<file path="src/hw/rtl/qedc_pkg.sv">
// shared types and constants for the quadrature encoder counter
package qedc_pkg;

    localparam int CMD_BITS    = 3;
    localparam int KEY_BITS    = 2;
    localparam int WINDOW_BITS = 16;
    localparam int TOTAL_BITS  = 16;
    localparam int IN_BYTES_W  = 8;
    localparam int OUT_BYTES_W = 24;

    localparam logic [WINDOW_BITS-1:0] WINDOW_RESET = 16'd1000;

    localparam logic [CMD_BITS-1:0] CMD_TICK     = 3'd0;
    localparam logic [CMD_BITS-1:0] CMD_FALL_A   = 3'd1;
    localparam logic [CMD_BITS-1:0] CMD_FALL_B   = 3'd2;
    localparam logic [CMD_BITS-1:0] CMD_FALL_BTN = 3'd3;
    localparam logic [CMD_BITS-1:0] CMD_READ     = 3'd4;

    localparam logic [KEY_BITS-1:0] KEY_NONE  = 2'd0;
    localparam logic [KEY_BITS-1:0] KEY_NEXT  = 2'd1;
    localparam logic [KEY_BITS-1:0] KEY_PREV  = 2'd2;
    localparam logic [KEY_BITS-1:0] KEY_ENTER = 2'd3;

    typedef struct packed {
        logic                valid;
        logic [CMD_BITS-1:0] command;
        logic                level_a;
        logic                level_b;
    } stage_t;

    typedef struct packed {
        logic [TOTAL_BITS-1:0] step_total;
        logic                  press_seen;
        logic [KEY_BITS-1:0]   nav_key;
    } result_t;

endpackage

</file>
<file path="src/hw/rtl/qedc_in_stage.sv">
// input register for encoder events
module qedc_in_stage
    import qedc_pkg::*;
(
    input  logic                  clk,
    input  logic                  rst_n,
    input  logic                  s_tvalid,
    output logic                  s_tready,
    input  logic [IN_BYTES_W-1:0] s_tdata,
    input  logic                  advance,
    output stage_t                stage
);

    logic                valid_reg;
    logic                valid_next;
    logic [CMD_BITS-1:0] command_reg;
    logic                level_a_reg;
    logic                level_b_reg;
    logic                take;

    assign s_tready = !valid_reg || advance;
    assign take     = s_tvalid && s_tready;

    always_comb
    begin
        valid_next = valid_reg;
        if (take)
        begin
            valid_next = 1'b1;
        end
        else if (advance)
        begin
            valid_next = 1'b0;
        end
    end

    always_ff @(posedge clk or negedge rst_n)
    begin
        if (!rst_n)
        begin
            valid_reg <= 1'b0;
        end
        else
        begin
            valid_reg <= valid_next;
        end
    end

    always_ff @(posedge clk)
    begin
        if (take)
        begin
            command_reg <= s_tdata[CMD_BITS-1:0];
            level_a_reg <= s_tdata[CMD_BITS];
            level_b_reg <= s_tdata[CMD_BITS+1];
        end
    end

    assign stage.valid   = valid_reg;
    assign stage.command = command_reg;
    assign stage.level_a = level_a_reg;
    assign stage.level_b = level_b_reg;

endmodule

</file>
<file path="src/hw/rtl/qedc_core.sv">
// debounce, step decode, counter state and result register
module qedc_core
    import qedc_pkg::*;
#(
    parameter int COUNT_BITS = 16,
    parameter int TIMER_BITS = 16
)
(
    input  logic                   clk,
    input  logic                   rst_n,
    input  logic                   cfg_wen,
    input  logic [WINDOW_BITS-1:0] cfg_wdata,
    input  stage_t                 stage,
    output logic                   advance,
    output logic                   m_tvalid,
    input  logic                   m_tready,
    output result_t                result
);

    localparam int CMP_BITS = (TIMER_BITS > WINDOW_BITS) ? TIMER_BITS : WINDOW_BITS;
    localparam logic [TIMER_BITS-1:0] TIMER_MAX = {TIMER_BITS{1'b1}};
    localparam logic signed [COUNT_BITS-1:0] COUNT_MAX = {1'b0, {(COUNT_BITS-1){1'b1}}};
    localparam logic signed [COUNT_BITS-1:0] COUNT_MIN = {1'b1, {(COUNT_BITS-1){1'b0}}};

    logic [WINDOW_BITS-1:0]       window_reg;
    logic                         cw_armed_reg;
    logic                         cw_armed_next;
    logic                         ccw_armed_reg;
    logic                         ccw_armed_next;
    logic signed [COUNT_BITS-1:0] step_acc_reg;
    logic signed [COUNT_BITS-1:0] step_acc_next;
    logic                         press_latch_reg;
    logic                         press_latch_next;
    logic [TIMER_BITS-1:0]        quiet_reg;
    logic [TIMER_BITS-1:0]        quiet_next;
    logic                         m_valid_reg;
    logic                         m_valid_next;
    result_t                      result_reg;
    result_t                      result_next;

    logic                         is_read;
    logic                         fire;
    logic                         edge_ok;
    logic signed [31:0]           acc_wide;
    logic [KEY_BITS-1:0]          key;

    assign is_read = (stage.command == CMD_READ);
    assign advance = !(is_read && m_valid_reg && !m_tready);
    assign fire    = stage.valid && advance;
    assign edge_ok = CMP_BITS'(quiet_reg) >= CMP_BITS'(window_reg);
    assign acc_wide = 32'(step_acc_reg);

    always_comb
    begin
        if (press_latch_reg)
        begin
            key = KEY_ENTER;
        end
        else if (step_acc_reg > 0)
        begin
            key = KEY_NEXT;
        end
        else if (step_acc_reg < 0)
        begin
            key = KEY_PREV;
        end
        else
        begin
            key = KEY_NONE;
        end
    end

    always_comb
    begin
        cw_armed_next    = cw_armed_reg;
        ccw_armed_next   = ccw_armed_reg;
        step_acc_next    = step_acc_reg;
        press_latch_next = press_latch_reg;
        quiet_next       = quiet_reg;
        result_next      = result_reg;
        m_valid_next     = m_valid_reg && !m_tready;
        if (fire)
        begin
            unique case (stage.command)
                CMD_TICK:
                begin
                    if (quiet_reg != TIMER_MAX)
                    begin
                        quiet_next = quiet_reg + 1'b1;
                    end
                end
                CMD_READ:
                begin
                    result_next.step_total = acc_wide[TOTAL_BITS-1:0];
                    result_next.press_seen = press_latch_reg;
                    result_next.nav_key    = key;
                    m_valid_next           = 1'b1;
                    step_acc_next          = '0;
                    press_latch_next       = 1'b0;
                end
                CMD_FALL_A:
                begin
                    if (edge_ok)
                    begin
                        quiet_next = '0;
                        if (!cw_armed_reg && stage.level_b)
                        begin
                            cw_armed_next = 1'b1;
                        end
                        if (ccw_armed_reg && !stage.level_a && !stage.level_b)
                        begin
                            cw_armed_next  = 1'b0;
                            ccw_armed_next = 1'b0;
                            if (step_acc_reg != COUNT_MIN)
                            begin
                                step_acc_next = step_acc_reg - 1'b1;
                            end
                        end
                    end
                end
                CMD_FALL_B:
                begin
                    if (edge_ok)
                    begin
                        quiet_next = '0;
                        if (!ccw_armed_reg && stage.level_a)
                        begin
                            ccw_armed_next = 1'b1;
                        end
                        if (cw_armed_reg && !stage.level_a && !stage.level_b)
                        begin
                            cw_armed_next  = 1'b0;
                            ccw_armed_next = 1'b0;
                            if (step_acc_reg != COUNT_MAX)
                            begin
                                step_acc_next = step_acc_reg + 1'b1;
                            end
                        end
                    end
                end
                CMD_FALL_BTN:
                begin
                    if (edge_ok)
                    begin
                        quiet_next       = '0;
                        press_latch_next = 1'b1;
                    end
                end
                default:
                begin
                end
            endcase
        end
    end

    always_ff @(posedge clk or negedge rst_n)
    begin
        if (!rst_n)
        begin
            window_reg      <= WINDOW_RESET;
            cw_armed_reg    <= 1'b0;
            ccw_armed_reg   <= 1'b0;
            step_acc_reg    <= '0;
            press_latch_reg <= 1'b0;
            quiet_reg       <= TIMER_MAX;
            m_valid_reg     <= 1'b0;
        end
        else
        begin
            if (cfg_wen)
            begin
                window_reg <= cfg_wdata;
            end
            cw_armed_reg    <= cw_armed_next;
            ccw_armed_reg   <= ccw_armed_next;
            step_acc_reg    <= step_acc_next;
            press_latch_reg <= press_latch_next;
            quiet_reg       <= quiet_next;
            m_valid_reg     <= m_valid_next;
        end
    end

    always_ff @(posedge clk)
    begin
        result_reg <= result_next;
    end

    assign m_tvalid = m_valid_reg;
    assign result   = result_reg;

endmodule

</file>
<file path="src/hw/rtl/quadrature_encoder_debounced_counter.sv">
// top level of the debounced quadrature encoder step counter
//
// slave stream carries one event per transfer: a microsecond tick, a
// falling edge on phase a, phase b or the button, or a read request.
// edges closer than the debounce window to the last accepted edge are
// dropped. only a read produces a transfer on the master stream, holding
// the net step count, the button latch and a navigation key; the read
// then clears the count and the latch.
// path: a read accepted on the slave stream passes the input register, then
// the result register, before it shows on the master stream.
// throughput: one event per cycle unless a read is stalled; the state update
// is a single pass through the decode logic between the two registers.
// stall: while a result waits, ticks and edges still flow; a second read
// waits in the input register until the pending result is taken.
// reset: asynchronous active low; window becomes 1000 ticks, flags and
// count clear, quiet time starts saturated so the first edge is accepted.
// cfg_wen/cfg_wdata set the debounce window; the user must write it only while idle, the block does not check this.
module quadrature_encoder_debounced_counter
    import qedc_pkg::*;
#(
    parameter int COUNT_BITS = 16,
    parameter int TIMER_BITS = 16
)
(
    input  logic                   clk,
    input  logic                   rst_n,
    input  logic                   cfg_wen,
    input  logic [WINDOW_BITS-1:0] cfg_wdata,
    input  logic                   s_tvalid,
    output logic                   s_tready,
    input  logic [IN_BYTES_W-1:0]  s_tdata,   // command[2:0], level_a[3], level_b[4]
    output logic                   m_tvalid,
    input  logic                   m_tready,
    output logic [OUT_BYTES_W-1:0] m_tdata    // step_total[15:0], press_seen[16], nav_key[18:17]
);

    stage_t  stage;
    logic    advance;
    result_t result;

    qedc_in_stage u_in_stage (
        .clk      (clk),
        .rst_n    (rst_n),
        .s_tvalid (s_tvalid),
        .s_tready (s_tready),
        .s_tdata  (s_tdata),
        .advance  (advance),
        .stage    (stage)
    );

    qedc_core #(
        .COUNT_BITS (COUNT_BITS),
        .TIMER_BITS (TIMER_BITS)
    ) u_core (
        .clk       (clk),
        .rst_n     (rst_n),
        .cfg_wen   (cfg_wen),
        .cfg_wdata (cfg_wdata),
        .stage     (stage),
        .advance   (advance),
        .m_tvalid  (m_tvalid),
        .m_tready  (m_tready),
        .result    (result)
    );

    assign m_tdata = {5'b0, result.nav_key, result.press_seen, result.step_total};

endmodule

</file>
<file path="config.mk">
export PLATFORM = sky130hd
export DESIGN_NAME = quadrature_encoder_debounced_counter
export DESIGN_NICKNAME = d
export VERILOG_FILES = /design/src/hw/rtl/qedc_pkg.sv /design/src/hw/rtl/qedc_in_stage.sv /design/src/hw/rtl/qedc_core.sv /design/src/hw/rtl/quadrature_encoder_debounced_counter.sv
export SDC_FILE = /design/constraint.sdc
export NUM_CORES = 1
export LEC_CHECK = 0
export BUFFER_PORTS_ARGS = -buffer_cell sky130_fd_sc_hd__buf_2
export CORE_ASPECT_RATIO = 1.2
export CORE_MARGIN = 2
export CORE_UTILIZATION = 63
export CTS_CLUSTER_SIZE = 12
export DETAILED_ROUTE_END_ITERATION = 6
export PLACE_DENSITY = 0.86
export SLEW_MARGIN = 20
export SYNTH_ARGS = -nofsm -noshare
export SYNTH_HDL_FRONTEND = slang
export SYNTH_SLANG_ARGS = --single-unit
</file>
<file path="constraint.sdc">
create_clock -name clk -period 9.05 [get_ports clk]
set_input_delay 1.81 -clock clk [delete_from_list [all_inputs] [get_ports clk]]
set_output_delay 1.81 -clock clk [all_outputs]
set_load 0.01 [all_outputs]
</file>
==> qor.txt <==
outcome = finished clean
antenna viol nets, final = 0
PD cells = 247 nW/um2
Tot GR Track Use = 25.9%
final non-filler cell area = 4900 um2
Clk pwr share = 23.1%
first-pass GRT wire length = 15200 um
Hold Crit Class = flip-flop to flip-flop
drt total wl = 9470 um
Internal = 0.000784 W
critical path class = primary input to output pin
Synth top area share = 17.6%
worst-path maximum fanout = 3
fin crit period = 4.17 ns
I/O pin count = 55
Syn Area/Cell = 10.1 um2
Post-synth EDFFs = 24
NumNets Final = 541
DRC Markers = 0
overall power = 0.00121 W
beginning of the worst register-to-register path = u_in_stage.command_reg[2]
Netlist cell types = 56
# diodes = 0
Starting Density = 64.7%
Synth Register Bits = 77
Core ar. = 6810 um2
fmax = 240 MHz
Initial DRC Count = 180
Final Hold Vio Count = 0
routability congestion estimate = 0.832
Num Clock Sinks = 77
CP startpoint = m_tready
maximum clock path buffer count = 2
synth top area cells = dfrtp_1, edfxtp_1, dfstp_2, ha_1, o21ai_0
initial antenna violation count = 0
Post-CTS Setup Bufs = 0
max cap viols = 0
htree depth = 3
reg-to-reg endpoint = u_core.step_acc_reg[15]
slew at the pin closest to its max-slew limit = 1.01 ns
layout cell share with drive strength beyond 1 = 22.3%
Pleak = 2.18 nW
largest area contributor in the netlist = dfrtp_1
Top Layer Used = met4
prevailing post-synth register cell = dfrtp_1
worst skew pair latency = 0.36 ns
CTS root buf = clkbuf_8
vias in the first global route = 3343
YS warnings = 0
Switching Share = 35.2%
Worst R2R Setup Slack = 5.66 ns
grt ovf = 0
Layout fillers = 473
number of port buffers = 46
Slew Limit Headroom = 32.5%
Routed WL per cell = 16.6 um
iteration count of the initial detailed-routing pass = 5
setup_tns = 0 ns
Syn-to-layout area delta = 11.1%
Final Core Density = 71.9%
routed vias/inst = 6.02
Post-Layout Cell Count = 572
switching power = 0.000425 W
Arr. time, crit path = 2.36 ns
CP endpoint = s_tready
FFs w/ async S/R, synth = 68.8%
met1 WL = 3690 um
site row count = 33
met2 WL post-DR = 4980 um
Worst Path Required = 7.24 ns
Tcrit/Tclk final = 46.0%
Seq pwr share = 38.8%
clk slew on worst S/H paths = 0.08 ns
Logic pwr share = 38.1%
max reg flops = 19
dpl hpwl = 6550 um
met3 WL = 509 um
post-place instance area = 4690 um2
cts bufs inserted = 9
clock skew = 0.00913 ns
largest net degree at the start of global routing = 54
Die H = 95.6 um
cell count after synthesis = 435
die footprint = 7680 um2
Pins Over Slew Limit = 0
type of origin of the critical path = primary input
final setup vio count = 0
unrepaired setup endpoints after global routing = false
via count = 3443
TritonCTS clock tree = yes
dpl cells = 556
cts repair resizes = 0
Netlist Area Pre-Place = 4410 um2
width of the die = 80.4 um
crit end category = output pin
post-synthesis sequential area ratio = 47.1%
cts hold-fix bufs = 0
Peak VDD IR = 0.168 mV
R2R cell count = 9
[cell families after synthesis]
kind of cell,after synthesis,synth area share [%]
buffers and inverters,43,4.29
other,1,0.0851
flip-flops,77,47.1
adder cells (fa/ha/maj),32,9.25
XOR/XNOR,11,2.19
multiplexers,16,4.91
AND/OR/NAND/NOR,140,15.2
AO/OA/AOI/OAI,115,17.0
[layout by cell type (no fill, tap or decap), types with 22 or more instances in the layout]
cell type / n
a21oi_1: 23
buf_2: 46
dfrtp_1: 31
dfstp_2: 22
edfxtp_1: 24
ha_1: 31
inv_1: 24
nand2_1: 43
nor2_1: 38
o21ai_0: 43
[per-layer routing]
metal | GRT usage [%] | vias to the layer above
met5 | 0 | -
li1 | - | 1657
met2 | 46.6 | 126
met1 | 29.6 | 1634
met4 | 11.3 | 0
met3 | 5.40 | 26
[critical path, cell delays in order]
cell and delay (ns):
buf_2 0.10, nor2_1 0.16, nand2b_1 0.12, buf_2 0.16
[Yosys cell counts (all sizes together) (3+ instances only)]
master   n
nand4    9
dfrtp   31
a21o     5
o21a     3
a31oi   11
clkbuf  11
nor2    38
xnor2    7
nor2b    3
ha      31
mux2    15
o41ai    3
dfstp   22
nor4     5
nand2b   8
xor2     4
buf      8
and2     3
a211o    3
nand3   11
nor3     5
a21oi   23
nand2   43
and3     8
edfxtp  24
or3      3
o21ai   46
o31ai    6
inv     24
[power groups by stage]
stage	sequential (W)	clock [W]	combinational, W
6_report	0.000470	0.000279	0.000461
5_1_grt	0.000473	0.000297	0.000514
4_1_cts	0.000467	0.000281	0.000458
3_5_place_dp	0.000473	0	0.000452
3_3_place_gp	0.000469	0	0.000431
2_1_floorplan	0.000455	0	0.000372
[worst min path at each step]
stage	endpoint	startpoint	slack, ns	depth (start not counted)
final	u_core.result[2]	u_core.press_latch_reg	0.47	0
after global routing	u_core.result[2]	u_core.press_latch_reg	0.47	0
after CTS	u_core.result[2]	u_core.press_latch_reg	0.47	0
after detailed placement	u_core.result[2]	u_core.press_latch_reg	0.46	0
after global placement	u_core.result[2]	u_core.press_latch_reg	0.45	0
after floorplan	u_core.result[2]	u_core.press_latch_reg	0.42	0
[stage by stage]
| stage | hold WS, ns | setup slack (ns) |
|---|---|---|
| global placement | 0.448 | 4.92 |
| detailed placement | 0.460 | 4.90 |
| floorplan | 0.425 | 5.16 |
| global route | 0.473 | 4.82 |
| CTS | 0.468 | 4.89 |
| finish | 0.466 | 4.88 |
[layout make-up]
cell class | instances | area (um2) | area share, %
tap | 87 | 109 | 2.22
clock inverter | 2 | 38.8 | 0.792
clock buffer | 14 | 174 | 3.55
timing repair buffer | 49 | 253 | 5.16
inverter | 24 | 90.1 | 1.84
sequential | 77 | 2070 | 42.3
multi-input combinational | 319 | 2160 | 44.1
No activity file was read; power rests on OpenSTA's default activity.
